## config.mk

```make
export PLATFORM = sky130hd
export DESIGN_NAME = nearest_five_station_select
export DESIGN_NICKNAME = d
export VERILOG_FILES = /design/src/rtl/nfss_pkg.sv /design/src/rtl/nearest_five_station_select.sv /design/src/rtl/nfss_dist.sv /design/src/rtl/nfss_list.sv
export SDC_FILE = /design/constraint.sdc
export NUM_CORES = 2
export LEC_CHECK = 0
export BUFFER_PORTS_ARGS = -buffer_cell sky130_fd_sc_hd__buf_2
export CAP_MARGIN = 5
export CORE_MARGIN = 2
export CORE_UTILIZATION = 32
export DETAILED_ROUTE_END_ITERATION = 8
export PLACE_DENSITY = 0.49
export SYNTH_ARGS = -nofsm -noshare
export SYNTH_HDL_FRONTEND = slang
export SYNTH_SLANG_ARGS = --single-unit
```

## constraint.sdc

```tcl
create_clock -name i_clk -period 11.7 [get_ports i_clk]
set_input_delay 1.17 -clock i_clk [delete_from_list [all_inputs] [get_ports i_clk]]
set_output_delay 1.17 -clock i_clk [all_outputs]
set_load 0.1 [all_outputs]
```

## src/rtl/nfss_pkg.sv

```systemverilog
// shared constants and types for the nearest five station select block
// no dependencies; used by every module of the block
package nfss_pkg;

    localparam int NEIGHBORS    = 5;
    localparam int INDEX_BITS   = 12;
    localparam int LAT_W        = 20;
    localparam int LON_W        = 21;
    localparam int IDX_FIELD_W  = 12;
    localparam int DIST_W       = 43;
    localparam int FILL_W       = $clog2(NEIGHBORS + 1);
    localparam int OUT_SLOTS    = 5;
    localparam int OUT_IDX_W    = 12;
    localparam int FILLED_W     = 3;

    localparam int DLAT_W       = LAT_W + 1;
    localparam int DLON_W       = LON_W + 1;
    localparam int SQ_LAT_W     = 2 * DLAT_W;
    localparam int SQ_LON_W     = 2 * DLON_W;

    localparam int IN_TDATA_W   = 56;
    localparam int OUT_TDATA_W  = 64;
    localparam int IN_LAT_LSB   = 0;
    localparam int IN_LON_LSB   = IN_LAT_LSB + LAT_W;
    localparam int IN_IDX_LSB   = IN_LON_LSB + LON_W;
    localparam int OUT_FILLED_LSB = OUT_SLOTS * OUT_IDX_W;
    localparam int OUT_LAST_SLOT_LSB = (OUT_SLOTS - 1) * OUT_IDX_W;

    typedef enum logic {
        FUNC_QUERY = 1'b0,
        FUNC_CAND  = 1'b1
    } t_func;

    typedef struct packed {
        t_func                    func;
        logic                     last;
        logic signed [LAT_W-1:0]  lat;
        logic signed [LON_W-1:0]  lon;
        logic [INDEX_BITS-1:0]    idx;
    } t_item;

    // travels alongside the distance through the pipe
    typedef struct packed {
        t_func                 func;
        logic                  last;
        logic                  skip;
        logic [INDEX_BITS-1:0] idx;
    } t_tag;

endpackage

```

## src/rtl/nearest_five_station_select.sv

```systemverilog
// a result is valid once the transaction of the last candidate has passed the input register,
// the squares and sum stages and the list; throughput: one transaction per cycle, queries and
// candidates alike, while the result output does not stall; the five parallel distance compares
// and the list shift run together; squares and sum each take a stage of their own ahead of them
// reset: synchronous, active low; empties the pipe, sets the query point to the origin
// with index 0 and empties the list; no clearing pass
module nearest_five_station_select (
    input  logic                              i_clk,
    input  logic                              i_rst_n,
    input  logic                              i_s_axis_tvalid,
    output logic                              o_s_axis_tready,
    // lat [19:0], lon [40:20], station_index [52:41], zero [55:53]
    input  logic [nfss_pkg::IN_TDATA_W-1:0]   i_s_axis_tdata,
    // func [0]
    input  logic [0:0]                        i_s_axis_tuser,
    input  logic                              i_s_axis_tlast,
    output logic                              o_m_axis_tvalid,
    input  logic                              i_m_axis_tready,
    // nearest_0 [11:0], nearest_1 [23:12], nearest_2 [35:24], nearest_3 [47:36],
    // nearest_4 [59:48], filled [62:60], zero [63]
    output logic [nfss_pkg::OUT_TDATA_W-1:0]  o_m_axis_tdata
);

    logic                                r_in_valid;
    nfss_pkg::t_item                     r_in;

    logic                                dist_ready;
    logic                                dist_valid;
    logic [nfss_pkg::DIST_W-1:0]         cand_dist;
    nfss_pkg::t_tag                      dist_tag;
    logic                                list_ready;
    logic                                s_accept;

    assign o_s_axis_tready = !r_in_valid || dist_ready;
    assign s_accept        = i_s_axis_tvalid && o_s_axis_tready;

    always_ff @(posedge i_clk) begin
        if (!i_rst_n) begin
            r_in_valid <= 1'b0;
        end else if (o_s_axis_tready) begin
            r_in_valid <= i_s_axis_tvalid;
        end
    end

    always_ff @(posedge i_clk) begin
        if (s_accept) begin
            r_in.func <= nfss_pkg::t_func'(i_s_axis_tuser[0]);
            r_in.last <= i_s_axis_tlast;
            r_in.lat  <= i_s_axis_tdata[nfss_pkg::IN_LAT_LSB +: nfss_pkg::LAT_W];
            r_in.lon  <= i_s_axis_tdata[nfss_pkg::IN_LON_LSB +: nfss_pkg::LON_W];
            r_in.idx  <= nfss_pkg::INDEX_BITS'(
                i_s_axis_tdata[nfss_pkg::IN_IDX_LSB +: nfss_pkg::IDX_FIELD_W]);
        end
    end

    nfss_dist u_dist (
        .i_clk   (i_clk),
        .i_rst_n (i_rst_n),
        .i_valid (r_in_valid),
        .o_ready (dist_ready),
        .i_item  (r_in),
        .o_valid (dist_valid),
        .i_ready (list_ready),
        .o_dist  (cand_dist),
        .o_tag   (dist_tag)
    );

    nfss_list u_list (
        .i_clk           (i_clk),
        .i_rst_n         (i_rst_n),
        .i_valid         (dist_valid),
        .o_ready         (list_ready),
        .i_dist          (cand_dist),
        .i_tag           (dist_tag),
        .o_m_axis_tvalid (o_m_axis_tvalid),
        .i_m_axis_tready (i_m_axis_tready),
        .o_m_axis_tdata  (o_m_axis_tdata)
    );

endmodule

```

## src/rtl/nfss_dist.sv

```systemverilog
// squared planar distance pipe: squares stage, then sum stage
// holds the query point; depends on nfss_pkg
module nfss_dist (
    input  logic                        i_clk,
    input  logic                        i_rst_n,
    input  logic                        i_valid,
    output logic                        o_ready,
    input  nfss_pkg::t_item             i_item,
    output logic                        o_valid,
    input  logic                        i_ready,
    output logic [nfss_pkg::DIST_W-1:0] o_dist,
    output nfss_pkg::t_tag              o_tag
);

    logic signed [nfss_pkg::LAT_W-1:0]      r_q_lat;
    logic signed [nfss_pkg::LON_W-1:0]      r_q_lon;
    logic [nfss_pkg::INDEX_BITS-1:0]        r_q_idx;

    logic                                   r_a_valid;
    logic [nfss_pkg::SQ_LAT_W-1:0]          r_sq_lat;
    logic [nfss_pkg::SQ_LON_W-1:0]          r_sq_lon;
    nfss_pkg::t_tag                         r_a_tag;

    logic                                   r_b_valid;
    logic [nfss_pkg::DIST_W-1:0]            r_dist;
    nfss_pkg::t_tag                         r_b_tag;

    logic signed [nfss_pkg::DLAT_W-1:0]     dlat;
    logic signed [nfss_pkg::DLON_W-1:0]     dlon;
    logic [nfss_pkg::DLAT_W-1:0]            mag_lat;
    logic [nfss_pkg::DLON_W-1:0]            mag_lon;
    logic [nfss_pkg::SQ_LON_W-1:0]          sum_full;
    logic                                   a_ready;
    logic                                   b_ready;
    logic                                   a_load;
    logic                                   b_load;

    assign b_ready = !r_b_valid || i_ready;
    assign a_ready = !r_a_valid || b_ready;
    assign a_load  = i_valid && a_ready;
    assign b_load  = r_a_valid && b_ready;
    assign o_ready = a_ready;

    always_comb begin
        dlat    = {r_q_lat[nfss_pkg::LAT_W-1], r_q_lat} - {i_item.lat[nfss_pkg::LAT_W-1], i_item.lat};
        dlon    = {r_q_lon[nfss_pkg::LON_W-1], r_q_lon} - {i_item.lon[nfss_pkg::LON_W-1], i_item.lon};
        // the most negative difference negates to its own pattern, read unsigned it is right
        mag_lat = dlat[nfss_pkg::DLAT_W-1] ? $unsigned(-dlat) : $unsigned(dlat);
        mag_lon = dlon[nfss_pkg::DLON_W-1] ? $unsigned(-dlon) : $unsigned(dlon);
        sum_full = {{(nfss_pkg::SQ_LON_W - nfss_pkg::SQ_LAT_W){1'b0}}, r_sq_lat} + r_sq_lon;
    end

    always_ff @(posedge i_clk) begin
        if (!i_rst_n) begin
            r_q_lat   <= '0;
            r_q_lon   <= '0;
            r_q_idx   <= '0;
            r_a_valid <= 1'b0;
            r_b_valid <= 1'b0;
        end else begin
            if (a_load && i_item.func == nfss_pkg::FUNC_QUERY) begin
                r_q_lat <= i_item.lat;
                r_q_lon <= i_item.lon;
                r_q_idx <= i_item.idx;
            end
            if (a_ready) begin
                r_a_valid <= i_valid;
            end
            if (b_ready) begin
                r_b_valid <= r_a_valid;
            end
        end
    end

    always_ff @(posedge i_clk) begin
        if (a_load) begin
            r_sq_lat      <= {{nfss_pkg::DLAT_W{1'b0}}, mag_lat} * {{nfss_pkg::DLAT_W{1'b0}}, mag_lat};
            r_sq_lon      <= {{nfss_pkg::DLON_W{1'b0}}, mag_lon} * {{nfss_pkg::DLON_W{1'b0}}, mag_lon};
            r_a_tag.func  <= i_item.func;
            r_a_tag.last  <= i_item.last;
            r_a_tag.skip  <= (i_item.idx == r_q_idx);
            r_a_tag.idx   <= i_item.idx;
        end
        if (b_load) begin
            r_dist  <= sum_full[nfss_pkg::DIST_W-1:0];
            r_b_tag <= r_a_tag;
        end
    end

    assign o_valid = r_b_valid;
    assign o_dist  = r_dist;
    assign o_tag   = r_b_tag;

endmodule

```

## src/rtl/nfss_list.sv

```systemverilog
// sorted nearest list with parallel compare and shift insert, plus result register
// depends on nfss_pkg
module nfss_list (
    input  logic                             i_clk,
    input  logic                             i_rst_n,
    input  logic                             i_valid,
    output logic                             o_ready,
    input  logic [nfss_pkg::DIST_W-1:0]      i_dist,
    input  nfss_pkg::t_tag                   i_tag,
    output logic                             o_m_axis_tvalid,
    input  logic                             i_m_axis_tready,
    output logic [nfss_pkg::OUT_TDATA_W-1:0] o_m_axis_tdata
);

    logic [nfss_pkg::DIST_W-1:0]       r_best_dist [nfss_pkg::NEIGHBORS];
    logic [nfss_pkg::INDEX_BITS-1:0]   r_best_idx  [nfss_pkg::NEIGHBORS];
    logic [nfss_pkg::FILL_W-1:0]       r_fill;
    logic                              r_out_valid;
    logic [nfss_pkg::OUT_TDATA_W-1:0]  r_out_data;

    logic [nfss_pkg::DIST_W-1:0]       n_best_dist [nfss_pkg::NEIGHBORS];
    logic [nfss_pkg::INDEX_BITS-1:0]   n_best_idx  [nfss_pkg::NEIGHBORS];
    logic [nfss_pkg::FILL_W-1:0]       n_fill;
    logic [nfss_pkg::OUT_TDATA_W-1:0]  n_out_data;

    logic [nfss_pkg::NEIGHBORS-1:0]    lt;
    logic                              emits;
    logic                              out_free;
    logic                              accept;
    logic                              ins;

    assign emits    = (i_tag.func == nfss_pkg::FUNC_CAND) && i_tag.last;
    assign out_free = !r_out_valid || i_m_axis_tready;
    assign o_ready  = !emits || out_free;
    assign accept   = i_valid && o_ready;

    always_comb begin
        for (int k = 0; k < nfss_pkg::NEIGHBORS; k++) begin
            lt[k] = (nfss_pkg::FILL_W'(k) >= r_fill) || (i_dist < r_best_dist[k]);
        end
        // list is sorted, so lt is a thermometer and its top bit says whether anything moves
        ins = (i_tag.func == nfss_pkg::FUNC_CAND) && !i_tag.skip && lt[nfss_pkg::NEIGHBORS-1];

        n_best_dist = r_best_dist;
        n_best_idx  = r_best_idx;
        n_fill      = r_fill;
        if (i_tag.func == nfss_pkg::FUNC_QUERY) begin
            for (int k = 0; k < nfss_pkg::NEIGHBORS; k++) begin
                n_best_dist[k] = '1;
                n_best_idx[k]  = '0;
            end
            n_fill = '0;
        end else if (ins) begin
            if (lt[0]) begin
                n_best_dist[0] = i_dist;
                n_best_idx[0]  = i_tag.idx;
            end
            for (int k = 1; k < nfss_pkg::NEIGHBORS; k++) begin
                if (lt[k]) begin
                    if (lt[k-1]) begin
                        n_best_dist[k] = r_best_dist[k-1];
                        n_best_idx[k]  = r_best_idx[k-1];
                    end else begin
                        n_best_dist[k] = i_dist;
                        n_best_idx[k]  = i_tag.idx;
                    end
                end
            end
            if (r_fill != nfss_pkg::FILL_W'(nfss_pkg::NEIGHBORS)) begin
                n_fill = r_fill + 1'b1;
            end
        end

        n_out_data = '0;
        for (int k = 0; k < nfss_pkg::OUT_SLOTS; k++) begin
            if (k < nfss_pkg::NEIGHBORS && nfss_pkg::FILL_W'(k) < n_fill) begin
                n_out_data[k*nfss_pkg::OUT_IDX_W +: nfss_pkg::OUT_IDX_W] =
                    nfss_pkg::OUT_IDX_W'(n_best_idx[k]);
            end
        end
        if (int'(n_fill) > nfss_pkg::OUT_SLOTS) begin
            n_out_data[nfss_pkg::OUT_FILLED_LSB +: nfss_pkg::FILLED_W] =
                nfss_pkg::FILLED_W'(nfss_pkg::OUT_SLOTS);
        end else begin
            n_out_data[nfss_pkg::OUT_FILLED_LSB +: nfss_pkg::FILLED_W] =
                nfss_pkg::FILLED_W'(n_fill);
        end
    end

    always_ff @(posedge i_clk) begin
        if (!i_rst_n) begin
            r_fill      <= '0;
            r_out_valid <= 1'b0;
        end else begin
            if (accept) begin
                r_fill <= n_fill;
            end
            if (accept && emits) begin
                r_out_valid <= 1'b1;
            end else if (i_m_axis_tready) begin
                r_out_valid <= 1'b0;
            end
        end
    end

    always_ff @(posedge i_clk) begin
        if (accept) begin
            r_best_dist <= n_best_dist;
            r_best_idx  <= n_best_idx;
        end
        if (accept && emits) begin
            r_out_data <= n_out_data;
        end
    end

    assign o_m_axis_tvalid = r_out_valid;
    assign o_m_axis_tdata  = r_out_data;

endmodule

```

-- Word-level counts from Yosys, hierarchy flattened
Index checks and enable logic that the tools add are counted.
- ROM bits: 0
- word-level logic and storage cells: 132
- bits in latches: 0
- memory bits (writable): 0
- memories: 0
- register bits after elaboration: 611
- input port bits: 62
- output and inout port bits: 66
- shift operators: 0
- multipliers: 2
- reductions and logical operators: 31
- bitwise logic cells: 1
- divide/modulo/power cells: 0
- eq/ne operators: 8
- magnitude comparators: 16
- multiplexer cells: 28
- $add $sub $neg: 6
- operators by type and width (operator ; number):
    two-way mux 43 bit ; 9
    < comparator 43 bit ; 5
    two-way mux 215 bit ; 1
    two-way mux 60 bit ; 2
    two-way mux 12 bit ; 9
    adder 42 x 43 -> 43 bit ; 1
    multiplier 22 x 22 -> 43 bit ; 1
    multiplier 21 x 21 -> 42 bit ; 1
    two-way mux 22 bit ; 1
    negation 22 bit ; 1
    subtractor 21 x 21 -> 22 bit ; 1
    two-way mux 21 bit ; 1
    negation 21 bit ; 1
    subtractor 20 x 20 -> 21 bit ; 1
    AND reduction 3 bit ; 5
    == test 12 bit ; 1
    != test 2 x 1 -> 1 bit, second input constant ; 6
    logical OR 1 bit ; 10
    logical AND 1 bit ; 9
    two-way mux 3 bit ; 3
    >= comparator 1 x 3 -> 1 bit, first input constant ; 2
    >= comparator 2 x 3 -> 1 bit, first input constant ; 2
    logical NOT 1 bit ; 6
    < comparator 1 x 3 -> 1 bit, first input constant ; 2
    other kinds (9) ; 11

-- Depth between registers and ports, before layout
- depth after elaboration: 7
- gate-level depth with buffers: 41

-- By module
Synthesis repeated with hierarchy kept, for this count alone.
- cell total of the unflattened synthesis: 6088
- area total of the unflattened synthesis: 60078.9 um2
- modules (own cells, without submodules) (module ; seq. area each (um2) ; cells an instance ; times used ; area each (um2)):
    nfss_dist ; 5785.5 ; 4022 ; 1 ; 37638.6
    nfss_list ; 10229.8 ; 2006 ; 1 ; 20731.1
    nearest_five_station_select ; 1671.6 ; 60 ; 1 ; 1709.1

-- Worst setup path before layout
Ideal clock, no wire load.
- path kind: input to register
- from: in i_m_axis_tready
- to: reg u_dist.r_q_idx[0] (netlist bit)
- cell stages on the path: 9
- setup slack: 1636 ps
- required time: 11624 ps
- data arrival time: 9989 ps
- cell sequence: nand2b_1 -> nor2_1 -> and2_0 -> a21boi_0 -> nor2b_1 -> clkbuf_1 -> clkbuf_1 -> nand2_1 -> a21boi_0
- longest elaborated chain between the ends: 6
- RTL lines (element ; RTL line ; text):
    start: declaration ; nearest_five_station_select.sv:18 ; input logic i_m_axis_tready,
    logical OR 1 bit ; nfss_list.sv:33 ; assign out_free = !r_out_valid || i_m_axis_tready;
    logical OR 1 bit ; nfss_list.sv:34 ; assign o_ready = !emits || out_free;
    logical OR 1 bit ; nfss_dist.sv:38 ; assign b_ready = !r_b_valid || i_ready;
    logical OR 1 bit ; nfss_dist.sv:39 ; assign a_ready = !r_a_valid || b_ready;
    logical AND 1 bit ; nfss_dist.sv:40 ; assign a_load = i_valid && a_ready;
    named net u_dist.a_load ; nfss_dist.sv:35 ; logic a_load;
    logical AND 1 bit ; nfss_dist.sv:61 ; if (a_load && i_item.func == nfss_pkg::FUNC_QUERY) begin
    end signal: assignment ; nfss_dist.sv:64 ; r_q_idx <= i_item.idx;
    end: declaration ; nfss_dist.sv:17 ; logic [nfss_pkg::INDEX_BITS-1:0] r_q_idx;
The timed path passes the listed nets, and every way through them passes these cells.
A chain may end at the register's enable or synchronous reset.

-- Worst setup path in the final report
- from: reg r_in[33] (netlist bit)
- to: reg u_dist.r_sq_lat[40] (netlist bit), data pin
- longest elaborated chain between the ends: 4
- RTL lines (element ; RTL line ; text):
    start: declaration ; nearest_five_station_select.sv:25 ; nfss_pkg::t_item r_in;
    subtractor 20 x 20 -> 21 bit * ; nfss_dist.sv:45 ; dlat = {r_q_lat[nfss_pkg::LAT_W-1], r_q_lat} - {i_item.lat[nfss_pkg::LAT_W-1], i_item.lat};
    negation 21 bit ; nfss_dist.sv:48 ; mag_lat = dlat[nfss_pkg::DLAT_W-1] ? $unsigned(-dlat) : $unsigned(dlat);
    two-way mux 21 bit * ; nfss_dist.sv:48 ;
    multiplier 21 x 21 -> 42 bit * ; nfss_dist.sv:77 ; r_sq_lat <= {{nfss_pkg::DLAT_W{1'b0}}, mag_lat} * {{nfss_pkg::DLAT_W{1'b0}}, mag_lat};
    end signal: assignment ; nfss_dist.sv:77 ;
    end: declaration ; nfss_dist.sv:20 ; logic [nfss_pkg::SQ_LAT_W-1:0] r_sq_lat;
Every way passes the cells marked *; elsewhere a longest branch is shown, timed or not.

==> results.json <==
{
  "clockBufferDepth": 3,
  "ys_warn_count": 0,
  "required_ns": 12.10,
  "rsz0062_at_grt": "no",
  "tightest_slew_ns": 1.11,
  "ant_nets": 0,
  "r2r_slack_ns": 0.75,
  "cpPeakStageDelay_ns": 0.54,
  "antenna_found_initial": 2,
  "finalCritPeriodShare_pct": 93.6,
  "max-cap-violations": 0,
  "final.fill_count": 18600,
  "min_period_ns": 10.95,
  "wl_per_cell_um": 17.2,
  "route.detailed.drc": 0,
  "relSlewSlack_pct": 25.8,
  "worstPathArrival_ns": 11.35,
  "layout-area-overhead-vs-synth_pct": 10.9,
  "placedCellCount": 8442,
  "drt_iter0_markers": 1999,
  "crit_path_frequent_cell": "fa_1",
  "grt_usage_pct": 16.0,
  "r2r-start": "r_in[33]",
  "ys_types": 94,
  "path_buf_inv": 6,
  "synth_top_area_share_pct": 27.8,
  "wl_met2_mm": 71.3,
  "fmax_ghz": 0.0914,
  "rows": 158,
  "grt_overflow": 0,
  "h-tree-depth": 3,
  "core_um2": 185000,
  "initial_core_util_pct": 32.1,
  "cts_hold_buf": 0,
  "cpLargestDelayFamily": "adder cells",
  "yosysMostFrequentCell": "inv_1",
  "crit_path_end_kind": "register",
  "port_buffers": 123,
  "crit_path_end": "u_dist.r_sq_lat[40]",
  "syn_avg_cell_area_um2": 10.1,
  "synth_area_leaders": "edfxtp_1, fa_1, ha_1, inv_1, nand2_1",
  "seq_area_frac_synth_pct": 29.8,
  "wl_met3_mm": 5.79,
  "cts_tree": "yes",
  "routed.top_layer": "met4",
  "path_clk_slew_ns": 0.06,
  "worst-path-stages": 36,
  "finalMaxSlewViolations": 0,
  "first_pass_iters": 6,
  "postPlaceCellArea_um2": 63400,
  "final_nets": 7356,
  "status": "completed",
  "post_cts_resize_count": 0,
  "postCtsSetupBuffers": 0,
  "ff2ff_path_depth": 36,
  "ys_ff_latch": 609,
  "final_hold_viol_count": 0,
  "design.die.area_um2": 189000,
  "crit_type": "reg -> reg",
  "antenna_cells": 0,
  "die_width_um": 435,
  "grt_max_degree": 186,
  "grt_pass1_wl_mm": 239,
  "finalInstanceArea_um2": 65800,
  "postSynthCellCount": 5901,
  "critPathLaunch": "r_in[33]",
  "finalClockSkew_ns": 0.0601,
  "root_buffer": "clkbuf_16",
  "hpwl_mm": 116,
  "r2r-end": "u_dist.r_sq_lat[40]",
  "synth_edf_count": 549,
  "totalWireLength_mm": 148,
  "synthFlopType": "edfxtp_1",
  "die_h_um": 435,
  "tns_ns": 0,
  "io_pins": 128,
  "clk_latency_ns": 0.69,
  "routed_via_density": 4.77,
  "grt_pass1_vias": 43200,
  "drt-met1-wl_mm": 67.9,
  "hold_class": "reg -> reg",
  "drive_gt1_share_pct": 6.91,
  "critPathLaunchType": "register",
  "cts_buffers": 71,
  "synth_top_area_cell": "edfxtp_1",
  "finalSetupViolations": 0,
  "dr_total_vias": 40900,
  "cp_max_fo": 12,
  "cpMaxStageDelayCell": "fa_1",
  "cts.sinks": 609,
  "netlist_top_cells_count": "inv_1, nand2_1, fa_1",
  "instances_no_fill": 8571,
  "syn_area_um2": 59300,
  "fin_hold_ws_ns": 0.415,
  "async_flop_share_pct": 0,
  "gp_congestion": 0.854
}
==> routing by layer <==
| metal | vias up | global-route usage (%) |
|---|---|---|
| met5 | - | 0 |
| met4 | 0 | 3.26 |
| met3 | 148 | 2.06 |
| met2 | 696 | 27.5 |
| met1 | 20200 | 21.6 |
| li1 | 19800 | - |
==> cell families after synthesis <==
| family | count (synthesis) | synth area share [%] |
|---|---|---|
| xor gates and xnor gates | 188 | 2.82 |
| buffers and inverters | 1272 | 8.11 |
| DFF | 609 | 29.8 |
| other | 2 | 0.0127 |
| AOI/OAI and AO/OA | 875 | 9.96 |
| and+or+nand+nor | 1530 | 11.6 |
| muxes | 166 | 2.81 |
| adders and majority gates | 1259 | 34.9 |
==> cell usage in the layout (no fill, tap or decap), types with 60 or more instances in the layout <==
master        n
a21oi_1     212
o21ai_0     100
buf_2       123
a21o_1      144
clkbuf_16    71
nor3_1       64
nand3_1      84
inv_1      1059
dfxtp_1      60
edfxtp_1    549
nor2_1      384
fa_1        661
nand2_1     669
a21boi_0     60
nand2b_1     76
mux2i_1     162
o211ai_1     99
xnor2_1     126
ha_1        598
buf_4       106
==> state kept, by name, indices dropped and copies added, names as in the netlist, 20 cells and up <==
| register | cells |
|---|---|
| u_list.r_best_dist | 215 |
| u_list.o_m_axis_tdata | 63 |
| u_list.r_best_idx | 60 |
| r_in | 55 |
| u_dist.o_dist | 43 |
| u_dist.r_sq_lon | 42 |
| u_dist.r_sq_lat | 41 |
| u_dist.r_q_lon | 21 |
| u_dist.r_q_lat | 20 |
==> cell type report <==
type	count	area [um2]	area share, %
Clock inverter	47	572	0.869
Sequential cell	609	17700	26.9
Clock buffer	82	1820	2.76
Tap cell	2480	3100	4.72
Timing Repair Buffer	230	1430	2.18
Inverter	1071	4020	6.11
Multi-Input combinational cell	4052	37200	56.5
==> how the worst min path moves through the flow <==
| stage | start | end | slack, ns | cells past startpoint |
|---|---|---|---|---|
| floorplan | u_dist.r_a_tag[0] | u_dist.o_tag[0] | 0.40 | 0 |
| global placement | r_in[53] | u_dist.r_a_tag[13] | 0.41 | 0 |
| detailed placement | u_dist.r_a_tag[13] | u_dist.o_tag[13] | 0.41 | 0 |
| CTS | u_dist.r_a_tag[10] | u_dist.o_tag[10] | 0.42 | 0 |
| global route | u_dist.r_a_tag[10] | u_dist.o_tag[10] | 0.42 | 0 |
| finish | u_dist.r_a_tag[10] | u_dist.o_tag[10] | 0.41 | 0 |
==> per-stage QoR <==
step	util (%)	worst slack (ns)
after global routing	35.6	0.0509
final	35.6	0.753
after floorplan	-	1.64
after global placement	34.3	0.508
after detailed placement	34.3	0.438
after CTS	35.6	0.400
Power is not shown: default switching activity piles up to over one toggle a cycle in this logic, so the estimate is an artifact.
